## src/fed_pkg.sv

```systemverilog
// Shared types and constants of the feedback echo delay block.
`default_nettype none

package fed_pkg;

	// Fixed-point constants
	localparam int FRAC_BITS = 8;
	localparam int Q_BITS    = 15;
	localparam int ROUND_Q8  = 128;
	localparam int ROUND_Q15 = 16384;
	localparam logic [14:0] FB_MAX = 15'd32440;
	localparam logic [16:0] UNITY  = 17'd32768;

	// Register map, word index on the APB port
	typedef enum logic [2:0] {
		REG_ENABLE   = 3'd0,
		REG_DELAY_WH = 3'd1,
		REG_DELAY_FR = 3'd2,
		REG_FEEDBACK = 3'd3,
		REG_WET      = 3'd4
	} reg_idx_t;

	// Configuration register contents
	typedef struct packed {
		logic        enable;
		logic [14:0] delay_whole;
		logic [7:0]  delay_fraction;
		logic [14:0] feedback_gain;
		logic [15:0] wet_gain;
	} cfg_t;

	// Controller states
	typedef enum logic [2:0] {
		ST_IDLE,
		ST_READ,
		ST_INTERP,
		ST_MIX,
		ST_DONE
	} state_t;

	// Controller to datapath commands
	typedef struct packed {
		logic load;
		logic rd;
		logic interp;
		logic mix;
		logic finish;
		logic bypass;
	} dp_cmd_t;

	// Datapath to controller status
	typedef struct packed {
		logic out_free;
	} dp_stat_t;

endpackage

`default_nettype wire

```

## src/fed_ctrl.sv

```systemverilog
// Sequencing state machine of the feedback echo delay block.
`default_nettype none

module fed_ctrl (
	input  logic              clk,
	input  logic              arst_n,
	input  logic              enable,
	input  logic              sample_valid,
	output logic              sample_ready,
	input  fed_pkg::dp_stat_t stat,
	output fed_pkg::dp_cmd_t  cmd
);
	import fed_pkg::*;

	state_t state_q;
	state_t state_nxt;
	logic   bypass_q;

	// State and bypass flag
	always_ff @(posedge clk or negedge arst_n) begin
		if (!arst_n) begin
			state_q  <= ST_IDLE;
			bypass_q <= 1'b0;
		end else begin
			state_q <= state_nxt;
			if (state_q == ST_IDLE && sample_valid) begin
				bypass_q <= ~enable;
			end
		end
	end

	// Next state
	always_comb begin
		state_nxt = state_q;
		case (state_q)
			ST_IDLE: begin
				if (sample_valid) begin
					state_nxt = enable ? ST_READ : ST_DONE;
				end
			end
			ST_READ:   state_nxt = ST_INTERP;
			ST_INTERP: state_nxt = ST_MIX;
			ST_MIX:    state_nxt = ST_DONE;
			ST_DONE: begin
				if (stat.out_free) begin
					state_nxt = ST_IDLE;
				end
			end
			default:   state_nxt = ST_IDLE;
		endcase
	end

	// Commands
	always_comb begin
		sample_ready = 1'b0;
		cmd          = '0;
		cmd.bypass   = bypass_q;
		case (state_q)
			ST_IDLE: begin
				sample_ready = 1'b1;
				cmd.load     = sample_valid;
			end
			ST_READ:   cmd.rd     = 1'b1;
			ST_INTERP: cmd.interp = 1'b1;
			ST_MIX:    cmd.mix    = 1'b1;
			ST_DONE:   cmd.finish = stat.out_free;
			default: ;
		endcase
	end

endmodule

`default_nettype wire

```

## config.mk

```make
export PLATFORM = sky130hd
export DESIGN_NAME = fed_ctrl
export DESIGN_NICKNAME = d
export VERILOG_FILES = /design/src/fed_pkg.sv /design/src/fed_ctrl.sv
export SDC_FILE = /design/constraint.sdc
export NUM_CORES = 1
export LEC_CHECK = 0
export ABC_CLOCK_PERIOD_IN_PS = 4100
export BUFFER_PORTS_ARGS = -buffer_cell sky130_fd_sc_hd__buf_2
export CORE_AREA = 2 2 39 41
export DETAILED_ROUTE_END_ITERATION = 10
export DIE_AREA = 0 0 41 43
export PLACE_DENSITY = 0.49
export SYNTH_ARGS = -nofsm -noshare
export SYNTH_HDL_FRONTEND = slang
export SYNTH_SLANG_ARGS = --single-unit
```

## constraint.sdc

```tcl
create_clock -name clk -period 4.1 [get_ports clk]
set_clock_uncertainty 0.2 [all_clocks]
set_input_delay 0.82 -clock clk [delete_from_list [all_inputs] [get_ports clk]]
set_output_delay 0.82 -clock clk [all_outputs]
set_load 0.02 [all_outputs]
```

==> results.sh <==
export IMPL_grt_start_max_net_pins=10
export IMPL_yosysTopAreaCellShare=0.412
export IMPL_cts_max_path_buffers=2
export IMPL_met2_usage=0.0875
export IMPL_drtAntennaViolNets=0
export IMPL_ys_seq_area_frac=0.412
export IMPL_relSlewSlack=0.812
export IMPL_multiInputGateArea_sq_um=100
export IMPL_wl_per_cell_um=9.29
export IMPL_drive_gt1_frac=0.429
export IMPL_clock_sinks=4
export IMPL_antenna_found_initial=0
export IMPL_r2r_cells=2
export IMPL_path_max_fanout=3
export IMPL_start_util=0.175
export IMPL_worstReg2RegEnd="state_q[2]"
export IMPL_min_period_ns=2.61
export IMPL_p_leak_nw=0.168
export IMPL_grt_busiest_layer="met1"
export IMPL_run_status="completed"
export IMPL_cts_setup_buffers=0
export IMPL_chipHeight_um=43
export IMPL_cts_made_buffers=3
export IMPL_power_density_nw_per_um2=809
export IMPL_hold_violations=0
export IMPL_setup_slack_ns=1.49
export IMPL_synthCells=25
export IMPL_numPortBuffers=11
export IMPL_cts_max_level=1
export IMPL_path_class="input pin to output port"
export IMPL_yosys_register_bits=4
export IMPL_grt_total_usage=0.0794
export IMPL_num_nets_final=42
export IMPL_clkLatencyLatePin_ns=0.23
export IMPL_cts_hold_buf=0
export IMPL_antenna_cells=0
export IMPL_syn_area_sq_um=243
export IMPL_area_growth_pct=27.3
export IMPL_vias_per_cell=4.16
export IMPL_grt_use_met3=0.0681
export IMPL_fin_crit_sh=0.635
export IMPL_place_ws_ns=1.49
export IMPL_io_pins=12
export IMPL_gr_total_overflow=0
export IMPL_final_common_cell="buf_2"
export IMPL_hold_ws_ns=0.179
export IMPL_crit_path_start_kind="input pin"
export IMPL_drv_cap=0
export IMPL_grt_pass1_wl_um=855
export IMPL_holdCritPathClass="input pin to asynchronous set/reset pin"
export IMPL_rsz0062_at_grt="false"
export IMPL_coreArea_sq_um=1380
export IMPL_path_clk_slew_ns=0.04
export IMPL_syn_area_per_cell_sq_um=9.71
export IMPL_tritoncts="yes"
export IMPL_r2r_slack_ns=2.58
export IMPL_crit_path_end_kind="output port"
export IMPL_rows=14
export IMPL_ys_types=16
export IMPL_finalPower_w=0.000250
export IMPL_cts_resized=0
export IMPL_syn_nets=30
export IMPL_wirelength_um=474
export IMPL_slew_viol_final=0
export IMPL_nFillCells=160
export IMPL_drt_iter0_drc=2
export IMPL_stdcell_area_sq_um=309
export IMPL_reg2reg_from="state_q[2]"
export IMPL_yosys_area_top_type="dfrtp_1"
export IMPL_ir_drop_uv=277
export IMPL_cp_data_required_time_ns=3.08
export IMPL_tns_ns=0
export IMPL_placed_area_sq_um=287
export IMPL_gp_congestion=0.708
export IMPL_cts_root_buf="clkbuf_4"
export IMPL_chipWidth_um=41
export IMPL_yosys_warnings=0
export IMPL_ys_top_cells_by_area="dfrtp_1, nor3_1, buf_4, nor3b_1, or4b_4"
export IMPL_mostFrequentLayoutCells="buf_2, dfrtp_1, inv_1, nor3_1, clkbuf_4"
export IMPL_vias=212
export IMPL_setup_viol=0
export IMPL_grtUsageMet1=0.0935
export IMPL_arrival_ns=1.59
export IMPL_first_global_vias=198
export IMPL_max_freq_mhz=384
export IMPL_worstMarginPinSlew_ns=0.281
export IMPL_startpoint="sample_valid"
export IMPL_drc_errors=0
export IMPL_register_area_sq_um=100
export IMPL_die_area_sq_um=1760
export IMPL_firstDrtPassIters=4
==> registers in the layout (all words and copies together), names as in the netlist <==
register	cells
state_q	3
bypass_q	1
==> cell type report <==
type | count | area share
Sequential cell | 4 | 0.324
Clock buffer | 3 | 0.0729
Inverter | 3 | 0.0364
Tap cell | 16 | 0.0648
Timing Repair Buffer | 11 | 0.178
Multi-Input combinational cell | 14 | 0.324
==> metal layers <==
layer | wire (um) | part of all wire
met5 | 0 | 0
met4 | 13 | 0.027
met3 | 71 | 0.15
met2 | 187 | 0.39
met1 | 201 | 0.42
==> Yosys cell counts (all sizes together) <==
library cell	instances
xnor2	1
nand2	1
o211ai	1
nor2	1
nand3b	1
mux2i	1
nor3b	2
inv	3
buf	4
a21oi	1
or4b	2
dfrtp	4
nor3	3
==> metrics by stage <==
stage	util	instances
5_1_grt	0.223	51
3_3_place_gp	0.207	48
3_5_place_dp	0.207	48
2_1_floorplan	-	25
4_1_cts	0.223	51
6_report	0.223	51
==> power breakdown <==
part           internal (W)  switching (W)
Sequential        0.0000573      0.0000314
Clock             0.0000327      0.0000158
Combinational     0.0000499      0.0000630
Total              0.000140       0.000110
==> cells by family after synthesis <==
family,after synthesis,share of synthesized area
AOI/OAI and AO/OA,2,0.0515
xor gates and xnor gates,1,0.0361
buffers and inverters,7,0.175
DFF,4,0.412
muxes,1,0.0412
and+or+nand+nor,10,0.283
==> how the worst max path moves through the flow <==
stage,endpoint,cells past startpoint
6_report,cmd[5],4
3_3_place_gp,cmd[5],4
3_5_place_dp,cmd[5],4
4_1_cts,cmd[5],4
2_1_floorplan,cmd[5],2
5_1_grt,cmd[5],4
==> worst max-delay path: stages <==
cell and delay [ns]:
buf_2 0.08, or4b_4 0.47, inv_1 0.06, buf_2 0.15
Note: power is estimated with default switching activity, not from simulation.
