--- config.mk ---
export PLATFORM = sky130hd
export DESIGN_NAME = fed_regs
export DESIGN_NICKNAME = d
export VERILOG_FILES = /design/src/fed_pkg.sv /design/src/fed_regs.sv
export SDC_FILE = /design/constraint.sdc
export NUM_CORES = 1
export LEC_CHECK = 0
export BUFFER_PORTS_ARGS = -buffer_cell sky130_fd_sc_hd__buf_4
export CAP_MARGIN = 20
export CELL_PAD_IN_SITES_DETAIL_PLACEMENT = 0
export CELL_PAD_IN_SITES_GLOBAL_PLACEMENT = 1
export CORE_ASPECT_RATIO = 1.25
export CORE_MARGIN = 2
export CORE_UTILIZATION = 33
export CTS_CLUSTER_DIAMETER = 200
export CTS_CLUSTER_SIZE = 30
export DETAILED_ROUTE_END_ITERATION = 12
export PLACE_DENSITY_LB_ADDON = 0.12
export SLEW_MARGIN = 20
export SYNTH_ARGS = -nofsm -noshare
export SYNTH_HDL_FRONTEND = slang
export SYNTH_SLANG_ARGS = --single-unit
--- constraint.sdc ---
create_clock -name clk -period 3.81 [get_ports clk]
set_clock_uncertainty 0.2 [all_clocks]
set_input_delay 0.762 -clock clk [delete_from_list [all_inputs] [get_ports clk]]
set_output_delay 0.762 -clock clk [all_outputs]
set_load 0.005 [all_outputs]
--- src/fed_pkg.sv ---
// Shared types and constants of the feedback echo delay block.
`default_nettype none

package fed_pkg;

	// Fixed-point constants
	localparam int FRAC_BITS = 8;
	localparam int Q_BITS    = 15;
	localparam int ROUND_Q8  = 128;
	localparam int ROUND_Q15 = 16384;
	localparam logic [14:0] FB_MAX = 15'd32440;
	localparam logic [16:0] UNITY  = 17'd32768;

	// Register map, word index on the APB port
	typedef enum logic [2:0] {
		REG_ENABLE   = 3'd0,
		REG_DELAY_WH = 3'd1,
		REG_DELAY_FR = 3'd2,
		REG_FEEDBACK = 3'd3,
		REG_WET      = 3'd4
	} reg_idx_t;

	// Configuration register contents
	typedef struct packed {
		logic        enable;
		logic [14:0] delay_whole;
		logic [7:0]  delay_fraction;
		logic [14:0] feedback_gain;
		logic [15:0] wet_gain;
	} cfg_t;

	// Controller states
	typedef enum logic [2:0] {
		ST_IDLE,
		ST_READ,
		ST_INTERP,
		ST_MIX,
		ST_DONE
	} state_t;

	// Controller to datapath commands
	typedef struct packed {
		logic load;
		logic rd;
		logic interp;
		logic mix;
		logic finish;
		logic bypass;
	} dp_cmd_t;

	// Datapath to controller status
	typedef struct packed {
		logic out_free;
	} dp_stat_t;

endpackage

`default_nettype wire

--- src/fed_regs.sv ---
// APB configuration registers of the feedback echo delay block.
`default_nettype none

module fed_regs (
	input  logic         clk,
	input  logic         arst_n,
	input  logic         psel,
	input  logic         penable,
	input  logic         pwrite,
	input  logic [4:0]   paddr,
	input  logic [31:0]  pwdata,
	output logic [31:0]  prdata,
	output logic         pready,
	output fed_pkg::cfg_t cfg
);
	import fed_pkg::*;

	cfg_t     cfg_q;
	reg_idx_t idx;
	logic     wr_en;

	assign idx    = reg_idx_t'(paddr[4:2]);
	assign wr_en  = psel & penable & pwrite;
	assign pready = 1'b1;
	assign cfg    = cfg_q;

	// Register writes on the access cycle of a write transfer
	always_ff @(posedge clk or negedge arst_n) begin
		if (!arst_n) begin
			cfg_q.enable         <= 1'b1;
			cfg_q.delay_whole    <= '0;
			cfg_q.delay_fraction <= '0;
			cfg_q.feedback_gain  <= '0;
			cfg_q.wet_gain       <= '0;
		end else if (wr_en) begin
			case (idx)
				REG_ENABLE:   cfg_q.enable         <= pwdata[0];
				REG_DELAY_WH: cfg_q.delay_whole    <= pwdata[14:0];
				REG_DELAY_FR: cfg_q.delay_fraction <= pwdata[7:0];
				REG_FEEDBACK: cfg_q.feedback_gain  <= pwdata[14:0];
				REG_WET:      cfg_q.wet_gain       <= pwdata[15:0];
				default: ;
			endcase
		end
	end

	// Read mux
	always_comb begin
		prdata = '0;
		case (idx)
			REG_ENABLE:   prdata = {31'b0, cfg_q.enable};
			REG_DELAY_WH: prdata = {17'b0, cfg_q.delay_whole};
			REG_DELAY_FR: prdata = {24'b0, cfg_q.delay_fraction};
			REG_FEEDBACK: prdata = {17'b0, cfg_q.feedback_gain};
			REG_WET:      prdata = {16'b0, cfg_q.wet_gain};
			default:      prdata = '0;
		endcase
	end

endmodule

`default_nettype wire

==> qor.yml <==
fin_setup_tns_ps: 0
numClockSinks: 55
path_cells: "buf_4 -> or2b_4 -> nor2_2 -> a22o_1 -> buf_4"
dr.pass1.iters: 4
end_kind: "primary output"
track_usage_pct: 15.0
fin_util_pct: 44.2
worstSkewPairLatency_ps: 310
first_global_vias: 1948
grt_pass1_wl_um: 10400
finalWorstSetupSlack_ps: 887
antenna_found_initial: 0
vdd_drop_max_v: 0.000173
die_h_um: 105
synth_seq_cells: 55
root_buffer: "clkbuf_8"
drive_above_1_share_pct: 58.7
setup_viol: 0
avgSynthCellArea_sq_um: 14.0
io_pins: 130
r2r_end: "cfg[5]"
crit_required_ps: 2850
holdBufCountCts: 0
period_share_pct: 76.7
relSlewSlack_pct: 52.4
io_buffers: 94
power_density_mw_per_mm2: 454
initial_utilization_pct: 34.0
drt_iter0_drc: 48
period_minus_slack_ps: 2920
syn_inst: 191
dieArea_sq_mm: 0.00882
cpPeakStageDelay_ps: 340
pre_cts_slack_ps: 844
crit_start: "paddr[3]"
std_cell_rows: 36
synth_edf_count: 0
multi_input_area_sq_mm: 0.00116
syn_to_final_growth_pct: 29.9
ff2ff_path_depth: 1
critical_path_arrival_ps: 1960
critPathLaunchType: "input pin"
largest_reg_flops: 55
synth.top_cell.area_share_pct: 50.7
ys_seq_area_share_pct: 51.6
synth_top_cells_by_area: "dfrtp_1 (51%), mux2_2 (23%), buf_4 (5.9%)"
fmaxAchievable_mhz: 342
final_hold_viol_count: 0
drc: 0
dieWidth_um: 84.4
min_path_type: "in -> async"
synthDistinctLibCells: 31
status: "finished clean"
viasPerCell: 4.81
routed_wl_um: 6530
worst_pin_slew_ps: 713
cap_violations: 0
netlist_top_cells_count: "dfrtp_1 (54), mux2_2 (54), buf_4 (21), mux2i_1 (14)"
synth_area_sq_mm: 0.00267
path_max_fanout: 19
slowest_stage: "nor2_2"
post_cts_buffers: 0
ctsHtreeMaxLevel: 2
cts_buffers: 5
final_max_slew_viol_count: 0
cts_buffer_depth: 2
nNetsFinal: 324
reg2reg_setup_slack_ps: 2800
worstReg2RegStart: "cfg[5]"
antenna_cells: 0
wl_per_cell_um: 17.3
yosys.area.top_type: "dfrtp_1"
cts_tree: "built"
crit_path_frequent_cell: "buf_4"
post_cts_resize_count: 0
grt_max_degree: 56
postRouteAntennaNets: 0
async_flop_share_pct: 100
hpwl_um: 4450
rsz0062_at_grt: "false"
core_sq_mm: 0.00784
synth_flop_cell: "dfrtp_1"
path_clk_slew_ps: 90
fillers: 763
gp_congestion: 0.692
yosysWarnings: 0
seq_area_sq_mm: 0.00138
total_leakage_power_nw: 1.72
worstSetupPathType: "in -> out"
grt_overflow: 0
vias: 1819
==> layout make-up <==
type | instances | share of cell area, %
clock inverter | 1 | 0.253
timing repair buffer | 95 | 20.6
clock buffer | 7 | 2.49
multi-input combinational | 124 | 33.4
inverter | 1 | 0.108
tap | 95 | 3.43
sequential | 55 | 39.8
==> placed cells by master (no fill, tap or decap), types with 2 or more instances in the layout <==
| master | Yosys | layout |
|---|---|---|
| buf_4 | 21 | 95 |
| dfrtp_1 | 54 | 54 |
| a22oi_1 | 6 | 6 |
| conb_1 | 2 | 17 |
| nor2_4 | 2 | 2 |
| nand2_1 | 2 | 2 |
| o2bb2ai_1 | 7 | 7 |
| clkbuf_8 | 0 | 6 |
| mux2_2 | 54 | 54 |
| mux2i_1 | 14 | 14 |
| o22ai_1 | 7 | 7 |
==> worst max path at each step <==
stage / endpoint / slack, ps / cells after the start
2_1_floorplan: prdata[0] / 1220 / 4
3_3_place_gp: prdata[0] / 830 / 5
3_5_place_dp: prdata[0] / 840 / 5
4_1_cts: prdata[0] / 840 / 5
5_1_grt: prdata[0] / 830 / 5
6_report: prdata[0] / 890 / 5
==> metrics by stage <==
stage	power, mW	area [sq um]	instances	hold slack (ps)
finish	1.57	3460	378	287
global route	1.67	3460	378	368
CTS	1.61	3460	378	334
detailed placement	1.25	3370	370	325
global placement	1.25	3370	370	314
floorplan	0.979	2720	206	266
==> report_power, final <==
group	switching (mW)	internal [mW]	total [mW]
logic	0.153	0.284	0.438
clock network	0.192	0.150	0.342
registers	0.0926	0.699	0.792
total	0.438	1.13	1.57
==> metal layers <==
metal | GRT usage [%] | share of wire (%)
met1 | 20.1 | 43
met2 | 24.6 | 49
met3 | 3.17 | 6.1
met4 | 4.08 | 1.1
met5 | 0 | 0
==> cells by family after synthesis <==
family	count (synthesis)	synth area share, %
flops	55	51.6
compound gates	22	6.29
other cells	2	0.282
buf+inv	27	7.13
mux	70	29.3
simple gates	15	5.35
==> worst max-delay path, delay by kind of cell <==
kind	cells	cell delay [ps]
AO/OA/AOI/OAI	1	220
buffers and inverters	2	310
AND/OR/NAND/NOR	2	650
Note: power is estimated with default switching activity, not from simulation.
